===== src/pbe_pkg.sv =====
`timescale 1ns / 1ps

package pbe_pkg;

    localparam int BAR_IDX_W   = 5;
    localparam int QUEUE_DEPTH = 4;
    localparam int QPTR_W      = 2;

    localparam logic CMD_HIT = 1'b0;
    localparam logic CMD_EOE = 1'b1;

    localparam logic [1:0] CFG_WINDOW_LOW    = 2'd0;
    localparam logic [1:0] CFG_WINDOW_HIGH   = 2'd1;
    localparam logic [1:0] CFG_FULL_FIRE_MIN = 2'd2;

    localparam logic [14:0] WINDOW_LOW_RST  = 15'd0;
    localparam logic [14:0] WINDOW_HIGH_RST = 15'd32000;
    localparam logic [4:0]  FULL_FIRE_RST   = 5'd16;

    localparam logic [3:0] MULT_MAX  = 4'd15;
    localparam logic [4:0] FIRED_MAX = 5'd31;

    typedef struct packed {
        logic [14:0] window_low;
        logic [14:0] window_high;
        logic [4:0]  full_fire_min;
    } t_cfg;

    typedef struct packed {
        logic                 kind;
        logic                 side;
        logic [BAR_IDX_W-1:0] bar;
        logic [15:0]          integral;
        logic [11:0]          amplitude;
        logic [14:0]          ptime;
    } t_cmd;

    typedef struct packed {
        logic [15:0] integral;
        logic [11:0] amplitude;
        logic [14:0] ptime;
        logic [3:0]  mult;
    } t_side;

    typedef struct packed {
        logic [2:0]  bar_index;
        logic [15:0] time_difference;
        logic        pair_valid;
        logic [15:0] bottom_integral_max;
        logic [15:0] top_integral_max;
        logic [11:0] bottom_amplitude_at_max;
        logic [11:0] top_amplitude_at_max;
        logic [3:0]  top_hit_count;
        logic [3:0]  bottom_hit_count;
        logic [4:0]  fired_sides;
        logic        full_event;
        logic        last_bar;
    } t_result;

endpackage


===== src/paddle_hit_event_builder.sv =====
`timescale 1ns / 1ps

// Event builder for a two-ended paddle array. Every cycle one item can enter: a pulse hit
// (tuser 0) updates the per-side hit count and the kept max-integral pulse of its bar in a
// single read-modify-write, and hits outside the time window or the array are dropped at the
// input. An end-of-event item (tuser 1) makes the block stream BAR_COUNT results, one per
// cycle while the output is taken, bar 0 first, tlast on the final bar, clearing each bar as
// its result leaves. Items arriving meanwhile wait in a 4-entry queue; input tready falls only
// when that queue is full, so an end-of-event item holds the back end, which pops nothing,
// until the result of the final bar has been loaded into the output register. Configuration
// index 0 is window_low, 1 window_high, 2 full_fire_min; write it only while no event
// readout is pending.
module paddle_hit_event_builder import pbe_pkg::*; #(
    parameter int BAR_COUNT = 8
) (
    input  logic        i_clk,
    input  logic        i_rst_n,
    input  logic        i_s_tvalid,
    output logic        o_s_tready,
    // side[0], paddle_number[4:1], pulse_integral[20:5], pulse_amplitude[32:21],
    // hit_time[47:33]
    input  logic [47:0] i_s_tdata,
    // action[0]
    input  logic        i_s_tuser,
    output logic        o_m_tvalid,
    input  logic        i_m_tready,
    // bar_index[2:0], time_difference[18:3], pair_valid[19], bottom_integral_max[35:20],
    // top_integral_max[51:36], bottom_amplitude_at_max[63:52], top_amplitude_at_max[75:64],
    // top_hit_count[79:76], bottom_hit_count[83:80], fired_sides[88:84], full_event[89],
    // zero fill[95:90]
    output logic [95:0] o_m_tdata,
    output logic        o_m_tlast,
    input  logic        i_cfg_we,
    input  logic [1:0]  i_cfg_idx,
    input  logic [14:0] i_cfg_wdata
);

    t_cfg    r_cfg;
    logic    w_push;
    t_cmd    w_cmd;
    logic    w_full;
    logic    w_pop;
    logic    w_empty;
    t_cmd    w_head;
    t_result w_res;

    always_ff @(posedge i_clk) begin
        if (!i_rst_n) begin
            r_cfg.window_low    <= WINDOW_LOW_RST;
            r_cfg.window_high   <= WINDOW_HIGH_RST;
            r_cfg.full_fire_min <= FULL_FIRE_RST;
        end else if (i_cfg_we) begin
            unique case (i_cfg_idx)
                CFG_WINDOW_LOW:    r_cfg.window_low    <= i_cfg_wdata;
                CFG_WINDOW_HIGH:   r_cfg.window_high   <= i_cfg_wdata;
                CFG_FULL_FIRE_MIN: r_cfg.full_fire_min <= i_cfg_wdata[4:0];
                default: begin
                end
            endcase
        end
    end

    pbe_front #(
        .BAR_COUNT(BAR_COUNT)
    ) u_front (
        .i_valid     (i_s_tvalid),
        .o_ready     (o_s_tready),
        .i_action    (i_s_tuser),
        .i_side      (i_s_tdata[0]),
        .i_paddle    (i_s_tdata[4:1]),
        .i_integral  (i_s_tdata[20:5]),
        .i_amplitude (i_s_tdata[32:21]),
        .i_ptime     (i_s_tdata[47:33]),
        .i_cfg       (r_cfg),
        .i_q_full    (w_full),
        .o_push      (w_push),
        .o_cmd       (w_cmd)
    );

    pbe_fifo u_fifo (
        .i_clk   (i_clk),
        .i_rst_n (i_rst_n),
        .i_push  (w_push),
        .i_cmd   (w_cmd),
        .o_full  (w_full),
        .i_pop   (w_pop),
        .o_empty (w_empty),
        .o_head  (w_head)
    );

    pbe_back #(
        .BAR_COUNT(BAR_COUNT)
    ) u_back (
        .i_clk           (i_clk),
        .i_rst_n         (i_rst_n),
        .i_empty         (w_empty),
        .i_head          (w_head),
        .o_pop           (w_pop),
        .i_full_fire_min (r_cfg.full_fire_min),
        .i_m_ready       (i_m_tready),
        .o_valid         (o_m_tvalid),
        .o_result        (w_res)
    );

    assign o_m_tdata = {6'b000000,
                        w_res.full_event,
                        w_res.fired_sides,
                        w_res.bottom_hit_count,
                        w_res.top_hit_count,
                        w_res.top_amplitude_at_max,
                        w_res.bottom_amplitude_at_max,
                        w_res.top_integral_max,
                        w_res.bottom_integral_max,
                        w_res.pair_valid,
                        w_res.time_difference,
                        w_res.bar_index};
    assign o_m_tlast = w_res.last_bar;

endmodule


===== src/pbe_front.sv =====
`timescale 1ns / 1ps

module pbe_front import pbe_pkg::*; #(
    parameter int BAR_COUNT = 8
) (
    input  logic        i_valid,
    output logic        o_ready,
    input  logic        i_action,
    input  logic        i_side,
    input  logic [3:0]  i_paddle,
    input  logic [15:0] i_integral,
    input  logic [11:0] i_amplitude,
    input  logic [14:0] i_ptime,
    input  t_cfg        i_cfg,
    input  logic        i_q_full,
    output logic        o_push,
    output t_cmd        o_cmd
);

    logic                 w_in_range;
    logic                 w_in_window;
    logic                 w_keep;
    logic [BAR_IDX_W-1:0] w_bar;

    assign w_in_range  = (i_paddle != 4'd0) && ({2'b00, i_paddle} <= 6'(BAR_COUNT));
    assign w_in_window = (i_ptime >= i_cfg.window_low) && (i_ptime <= i_cfg.window_high);
    // hits that fall outside the array or the window never reach the queue
    assign w_keep      = (i_action == CMD_EOE) || (w_in_range && w_in_window);
    assign w_bar       = {1'b0, i_paddle} - 5'd1;

    assign o_ready = !i_q_full;
    assign o_push  = i_valid && !i_q_full && w_keep;

    always_comb begin
        o_cmd.kind      = i_action;
        o_cmd.side      = i_side;
        o_cmd.bar       = w_bar;
        o_cmd.integral  = i_integral;
        o_cmd.amplitude = i_amplitude;
        o_cmd.ptime     = i_ptime;
    end

endmodule


===== src/pbe_fifo.sv =====
`timescale 1ns / 1ps

module pbe_fifo import pbe_pkg::*; (
    input  logic i_clk,
    input  logic i_rst_n,
    input  logic i_push,
    input  t_cmd i_cmd,
    output logic o_full,
    input  logic i_pop,
    output logic o_empty,
    output t_cmd o_head
);

    t_cmd              r_mem [QUEUE_DEPTH];
    logic [QPTR_W-1:0] r_wr_ptr;
    logic [QPTR_W-1:0] r_rd_ptr;
    logic [QPTR_W:0]   r_count;
    logic              w_do_push;
    logic              w_do_pop;

    assign o_full    = r_count == (QPTR_W + 1)'(QUEUE_DEPTH);
    assign o_empty   = r_count == '0;
    assign o_head    = r_mem[r_rd_ptr];
    assign w_do_push = i_push && !o_full;
    assign w_do_pop  = i_pop && !o_empty;

    always_ff @(posedge i_clk) begin
        if (!i_rst_n) begin
            r_wr_ptr <= '0;
            r_rd_ptr <= '0;
            r_count  <= '0;
        end else begin
            if (w_do_push) begin
                r_wr_ptr <= r_wr_ptr + 1'b1;
            end
            if (w_do_pop) begin
                r_rd_ptr <= r_rd_ptr + 1'b1;
            end
            if (w_do_push && !w_do_pop) begin
                r_count <= r_count + 1'b1;
            end else if (w_do_pop && !w_do_push) begin
                r_count <= r_count - 1'b1;
            end
        end
    end

    always_ff @(posedge i_clk) begin
        if (w_do_push) begin
            r_mem[r_wr_ptr] <= i_cmd;
        end
    end

endmodule


===== src/pbe_back.sv =====
`timescale 1ns / 1ps

module pbe_back import pbe_pkg::*; #(
    parameter int BAR_COUNT = 8
) (
    input  logic       i_clk,
    input  logic       i_rst_n,
    input  logic       i_empty,
    input  t_cmd       i_head,
    output logic       o_pop,
    input  logic [4:0] i_full_fire_min,
    input  logic       i_m_ready,
    output logic       o_valid,
    output t_result    o_result
);

    localparam int IDX_W = (BAR_COUNT > 1) ? $clog2(BAR_COUNT) : 1;

    localparam logic ST_RUN  = 1'b0;
    localparam logic ST_EMIT = 1'b1;

    logic             r_state;
    logic [IDX_W-1:0] r_cnt;
    logic [4:0]       r_fired;
    t_side            r_bot [BAR_COUNT];
    t_side            r_top [BAR_COUNT];
    logic             r_out_valid;
    t_result          r_out;

    logic [IDX_W-1:0] w_rd_idx;
    t_side            w_bot;
    t_side            w_top;
    t_side            w_cur;
    t_side            w_upd;
    logic             w_out_ld;
    logic             w_emit_step;
    logic             w_cnt_last;
    logic             w_hit_do;
    logic             w_eoe;
    logic             w_fire_new;
    logic             w_pair;
    logic [15:0]      w_diff;
    logic [31:0]      w_cnt_ext;
    t_result          w_res;

    // one read port: the bar being emitted, or the bar of the queued hit
    assign w_rd_idx = (r_state == ST_EMIT) ? r_cnt : i_head.bar[IDX_W-1:0];
    assign w_bot    = r_bot[w_rd_idx];
    assign w_top    = r_top[w_rd_idx];

    assign w_out_ld    = !r_out_valid || i_m_ready;
    assign w_emit_step = (r_state == ST_EMIT) && w_out_ld;
    assign w_cnt_last  = r_cnt == IDX_W'(BAR_COUNT - 1);

    assign o_pop    = (r_state == ST_RUN) && !i_empty;
    assign w_hit_do = o_pop && (i_head.kind == CMD_HIT);
    assign w_eoe    = o_pop && (i_head.kind == CMD_EOE);

    assign w_cur      = i_head.side ? w_top : w_bot;
    assign w_fire_new = (w_cur.mult == 4'd0) && (r_fired != FIRED_MAX);

    always_comb begin
        w_upd      = w_cur;
        w_upd.mult = (w_cur.mult == MULT_MAX) ? MULT_MAX : w_cur.mult + 4'd1;
        // strictly larger only, so a zero integral never replaces the kept pulse
        if (i_head.integral > w_cur.integral) begin
            w_upd.integral  = i_head.integral;
            w_upd.amplitude = i_head.amplitude;
            w_upd.ptime     = i_head.ptime;
        end
    end

    assign w_pair    = (w_top.integral != 16'd0) && (w_bot.integral != 16'd0);
    assign w_diff    = {1'b0, w_top.ptime} - {1'b0, w_bot.ptime};
    assign w_cnt_ext = 32'(r_cnt);

    always_comb begin
        w_res.bar_index               = w_cnt_ext[2:0];
        w_res.time_difference         = w_pair ? w_diff : 16'd0;
        w_res.pair_valid              = w_pair;
        w_res.bottom_integral_max     = w_bot.integral;
        w_res.top_integral_max        = w_top.integral;
        w_res.bottom_amplitude_at_max = w_bot.amplitude;
        w_res.top_amplitude_at_max    = w_top.amplitude;
        w_res.top_hit_count           = w_top.mult;
        w_res.bottom_hit_count        = w_bot.mult;
        w_res.fired_sides             = r_fired;
        w_res.full_event              = r_fired >= i_full_fire_min;
        w_res.last_bar                = w_cnt_last;
    end

    always_ff @(posedge i_clk) begin
        if (!i_rst_n) begin
            r_state     <= ST_RUN;
            r_cnt       <= '0;
            r_fired     <= '0;
            r_out_valid <= 1'b0;
            for (int i = 0; i < BAR_COUNT; i++) begin
                r_bot[i] <= '0;
                r_top[i] <= '0;
            end
        end else begin
            unique case (r_state)
                ST_RUN: begin
                    if (w_eoe) begin
                        r_state <= ST_EMIT;
                    end
                end
                ST_EMIT: begin
                    if (w_emit_step) begin
                        if (w_cnt_last) begin
                            r_state <= ST_RUN;
                            r_cnt   <= '0;
                            r_fired <= '0;
                        end else begin
                            r_cnt <= r_cnt + 1'b1;
                        end
                    end
                end
                default: begin
                    r_state <= ST_RUN;
                end
            endcase

            if (w_hit_do) begin
                if (i_head.side) begin
                    r_top[w_rd_idx] <= w_upd;
                end else begin
                    r_bot[w_rd_idx] <= w_upd;
                end
                if (w_fire_new) begin
                    r_fired <= r_fired + 5'd1;
                end
            end

            // each bar is cleared as its result leaves
            if (w_emit_step) begin
                r_bot[w_rd_idx] <= '0;
                r_top[w_rd_idx] <= '0;
            end

            if (w_out_ld) begin
                r_out_valid <= w_emit_step;
            end
        end
    end

    always_ff @(posedge i_clk) begin
        if (w_emit_step) begin
            r_out <= w_res;
        end
    end

    assign o_valid  = r_out_valid;
    assign o_result = r_out;

    a_no_pop_while_emit: assert property (@(posedge i_clk) disable iff (!i_rst_n)
        (r_state == ST_EMIT) |-> !o_pop)
        else $error("queue popped while results are being emitted");

    a_end_clears: assert property (@(posedge i_clk) disable iff (!i_rst_n)
        (w_emit_step && w_cnt_last) |=> (r_state == ST_RUN && r_fired == 5'd0))
        else $error("event state not cleared after the last bar");

    a_cnt_idle: assert property (@(posedge i_clk) disable iff (!i_rst_n)
        (r_state == ST_RUN) |-> (r_cnt == '0))
        else $error("bar counter not at zero between events");

    a_step_loads: assert property (@(posedge i_clk) disable iff (!i_rst_n)
        w_emit_step |=> (r_out_valid && r_out.last_bar == $past(w_cnt_last)))
        else $error("emitted bar did not reach the output register");

endmodule

===== config.mk =====
export PLATFORM = sky130hd
export DESIGN_NAME = paddle_hit_event_builder
export DESIGN_NICKNAME = d
export VERILOG_FILES = /design/src/pbe_pkg.sv /design/src/paddle_hit_event_builder.sv /design/src/pbe_front.sv /design/src/pbe_fifo.sv /design/src/pbe_back.sv
export SDC_FILE = /design/constraint.sdc
export NUM_CORES = 2
export LEC_CHECK = 0
export BUFFER_PORTS_ARGS = -buffer_cell sky130_fd_sc_hd__buf_2
export CELL_PAD_IN_SITES_DETAIL_PLACEMENT = 0
export CELL_PAD_IN_SITES_GLOBAL_PLACEMENT = 1
export CORE_MARGIN = 1.5
export CORE_UTILIZATION = 35
export DETAILED_ROUTE_END_ITERATION = 6
export HOLD_SLACK_MARGIN = 0.02
export PLACE_DENSITY_LB_ADDON = 0.1
export SYNTH_ARGS = -nofsm -noshare
export SYNTH_HDL_FRONTEND = slang
export SYNTH_SLANG_ARGS = --single-unit

===== constraint.sdc =====
create_clock -name i_clk -period 7 [get_ports i_clk]
set_input_delay 0.35 -clock i_clk [delete_from_list [all_inputs] [get_ports i_clk]]
set_output_delay 0.35 -clock i_clk [all_outputs]
set_load 0.01 [all_outputs]

==> flow_metrics.tcl <==
set metrics [dict create \
    finalCriticalPeriod_ns 6.54 \
    crit_slowest_cell "nor2_1" \
    place_ws_ns 0.469 \
    ys_ff_latch 1089 \
    grt_max_degree 58 \
    hold_class "in2reg" \
    vias_per_cell 5.44 \
    fin_ws_ns 0.463 \
    mostFrequentLayoutCells "1035 x edfxtp_1, 828 x nor2_1, 495 x nand2_1" \
    ys_warn_count 0 \
    slew_violations 0 \
    critPathCaptureType "flop" \
    critPathCapture "u_back.r_top[4][21]$_SDFFCE_PN0P_" \
    grtUsageTotal_pct 25.6 \
    crit_path_max_fanout 26 \
    p_int_mw 16.4 \
    clk_latency_ns 0.77 \
    clockBufferDepth 3 \
    cp_num_buf_inv 4 \
    relSlewSlack_pct 13.3 \
    multiInputGateArea_mm2 0.0141 \
    finClkSkew_ns 0.0687 \
    grt_overflow 0 \
    grt_pass1_vias 31852 \
    post-cts-setup-buffers 0 \
    drtIter0Drc 3402 \
    area_delta_synth_final_pct 17.8 \
    synth-adder-area-share_pct 2.14 \
    cts_buffers 120 \
    portBuffers 163 \
    ir_drop_v 0.000362 \
    setup_viol 0 \
    dp.final_hpwl_mm 107 \
    drtAntennaViolNets 0 \
    synthMuxAreaShare_pct 5.34 \
    core-area_mm2 0.135 \
    critPathMaxStageDelay_ns 0.89 \
    r2r-end "u_back.r_top[4][21]$_SDFFCE_PN0P_" \
    power_density_mw_per_mm2 540 \
    synthXorXnorAreaFrac_pct 0.313 \
    die_h_um 372 \
    synth_top_family_by_area "simple AND/OR/NAND/NOR gates" \
    syn-instance-count 3877 \
    p_leak_nw 20.9 \
    tightest_slew_ns 1.30 \
    root_buffer "clkbuf_16" \
    synth_compound_area_share_pct 7.62 \
    cp_num_cells 22 \
    cp.arrival_ns 6.98 \
    status "complete, no violations" \
    async_flop_share_pct 0 \
    r2r.worst_path.cells 22 \
    final_util_pct 41.5 \
    boundaryPins 170 \
    p_sw_share_pct 45.7 \
    crit_type "reg2reg" \
    antenna_found_initial 5 \
    critPathRequiredTime_ns 7.44 \
    grt_pass1_wl_mm 248 \
    yosysSeqAreaShare_pct 67.6 \
    clk_pin_slew_worst_paths_ns 0.06 \
    first_pass_iters 6 \
    vias 32900 \
    period_share_pct 93.4 \
    power_frac_comb_pct 51.1 \
    switchingPower_mw 13.8 \
    cpLargestDelayFamily "compound AO/OA/AOI/OAI gates" \
    yosys.area_share.simple_pct 13.4 \
    fillCellCount 12827 \
    seqCellArea_mm2 0.0322 \
    drc 0 \
    syn_avg_cell_area_um2 12.3 \
    cpMostUsedCell "o21ai_0" \
    layout-drive-gt1-share_pct 16.1 \
    synth-edff-count 1035 \
    fp-row-count 135 \
    total_power_mw 30.2 \
    p_seq_share_pct 28.3 \
    r2r_slack_ns 0.46 \
    tns_ns 0 \
    start_util_pct 35.2 \
    routed_wl_mm 178 \
    mostFrequentLayoutCell "edfxtp_1" \
    clock-sinks 1089 \
    htreeDepth 3 \
    die_x_um 372 \
    fmax_mhz 153 \
    gp_congestion 0.822 \
    synth_ff_type "edfxtp_1" \
    cts_tree "built" \
    ctsResizeCount 0 \
    start_kind "flop" \
    dieArea_mm2 0.138 \
    crit_chain "mux4_2, mux2_8, nor2_1, a32oi_1, o21ai_0, a211oi_1, mux2i_1, inv_1, ha_1, a21oi_1, nor2b_1, o21ai_0, nand2b_1, a21oi_1, o21ai_0, o31ai_4, buf_12, buf_4, o21ai_0, o21ai_1, buf_4, nor2_1" \
    finalHoldViolations 0 \
    clockPowerShare_pct 20.6 \
    rsz0062_at_grt "false" \
    diodes 0 \
    drv_cap 0 \
    wl_per_cell_um 29.4 \
    final_nets 4319 \
    syn_area_mm2 0.0476 \
    synth.distinct_cells 73 \
]
power groups by stage:
stage	Combinational (mW)	Clock (mW)	Sequential [mW]
2_1_floorplan	8.31	0	8.76
3_3_place_gp	15.3	0	8.69
3_5_place_dp	15.2	0	8.70
4_1_cts	15.3	6.32	8.58
5_1_grt	16.4	6.56	8.64
6_report	15.4	6.22	8.56
per-stage QoR:
stage	hold slack, ns	area, um^2	instances
2_1_floorplan	0.443	47600	3882
3_3_place_gp	0.452	51600	5764
3_5_place_dp	0.458	51600	5764
4_1_cts	0.0517	56000	6044
5_1_grt	0.0998	56000	6044
6_report	0.0917	56000	6044
repair_timing:
item / 4_1_cts / 5_1_grt
hold endpoints to repair: 224 / 0
setup endpoints to repair: 0 / 0
hold buffers: 63 / 0
layer usage:
metal / part of all wire, % / global-route usage (%) / wire length (um) / up-vias
li1: - / - / - / 14519
met1: 45 / 36.6 / 80400 / 16960
met2: 46 / 40.8 / 82100 / 1226
met3: 6.7 / 3.94 / 11900 / 195
met4: 2.1 / 5.95 / 3650 / 0
met5: 0 / 0 / 0 / -
how the worst min path moves through the flow:
stage,startpoint,end,slack (ns),cells past startpoint
2_1_floorplan,r_cfg[10]$_SDFFE_PN0P_,r_cfg[10]$_SDFFE_PN0P_,0.44,2
3_3_place_gp,r_cfg[14]$_SDFFE_PN0P_,r_cfg[14]$_SDFFE_PN0P_,0.45,2
3_5_place_dp,r_cfg[12]$_SDFFE_PN0P_,r_cfg[12]$_SDFFE_PN0P_,0.46,2
4_1_cts,i_s_tvalid,u_fifo.r_wr_ptr[1]$_SDFFE_PN0P_,0.05,3
5_1_grt,i_s_tvalid,u_fifo.r_wr_ptr[1]$_SDFFE_PN0P_,0.1,3
6_report,i_s_tvalid,u_fifo.r_wr_ptr[1]$_SDFFE_PN0P_,0.09,3
cell families after synthesis:
logic type / Yosys count
other: 1
XOR/XNOR: 17
AO/OA/AOI/OAI: 535
buffers and inverters: 396
flip-flops: 1089
AND/OR/NAND/NOR: 1571
adder cells (fa/ha/maj): 80
multiplexers: 188
worst reg2reg max path, cell delays in order (launching register included):
cell and delay [ns]:
dfxtp_4 0.49, mux4_2 0.59, mux2_8 0.46, nor2_1 0.93, a32oi_1 0.12, o21ai_0 0.20, a211oi_1 0.14, mux2i_1 0.25
inv_1 0.14, ha_1 0.32, a21oi_1 0.14, nor2b_1 0.06, o21ai_0 0.16, nand2b_1 0.07, a21oi_1 0.15, o21ai_0 0.17
o31ai_4 0.70, buf_12 0.34, buf_4 0.29, o21ai_0 0.12, o21ai_1 0.08, buf_4 0.22, nor2_1 0.07
registers in the layout, summed over array words and instances, names as in the netlist, named ones only:
register / cells
u_back.r_cnt: 3
u_back.r_bot: 376
u_back.o_valid: 1
u_fifo.r_mem: 192
u_fifo.r_rd_ptr: 2
r_cfg: 35
u_back.r_top: 376
u_back.r_fired: 5
u_fifo.r_wr_ptr: 2
u_fifo.r_count: 3
u_back.r_state: 1
u_back.o_result: 91
cell usage after synthesis, types with 17 or more instances:
cell      instances  area, um^2
mux4_2           49        1100
nand2_1         511        1920
mux2i_1         111        1110
buf_2            91         455
a221oi_1         44         385
edfxtp_1       1035       31100
buf_1            28         105
a21oi_1         132         661
a22oi_1          38         285
and3_1           48         300
mux2_2           24         270
buf_4            20         150
nand3_1          69         345
nor2b_1          17         106
o21ai_0          78         390
o21ai_1          17        85.1
and2_1           17         106
nor3_1           23         115
dfxtp_1          54        1080
inv_1           112         420
ha_1             78         976
clkbuf_1        141         529
a31oi_1          29         181
nor2_1          835        3130
a21boi_0         30         225
final cells by class:
type	count	area share, %
Sequential cell	1089	57.4
Multi-Input combinational cell	2397	25.1
Clock buffer	179	6.06
Timing Repair Buffer	447	5.99
Tap cell	1781	3.98
Inverter	113	0.762
Clock inverter	38	0.686
(Power assumes the default switching activity.)
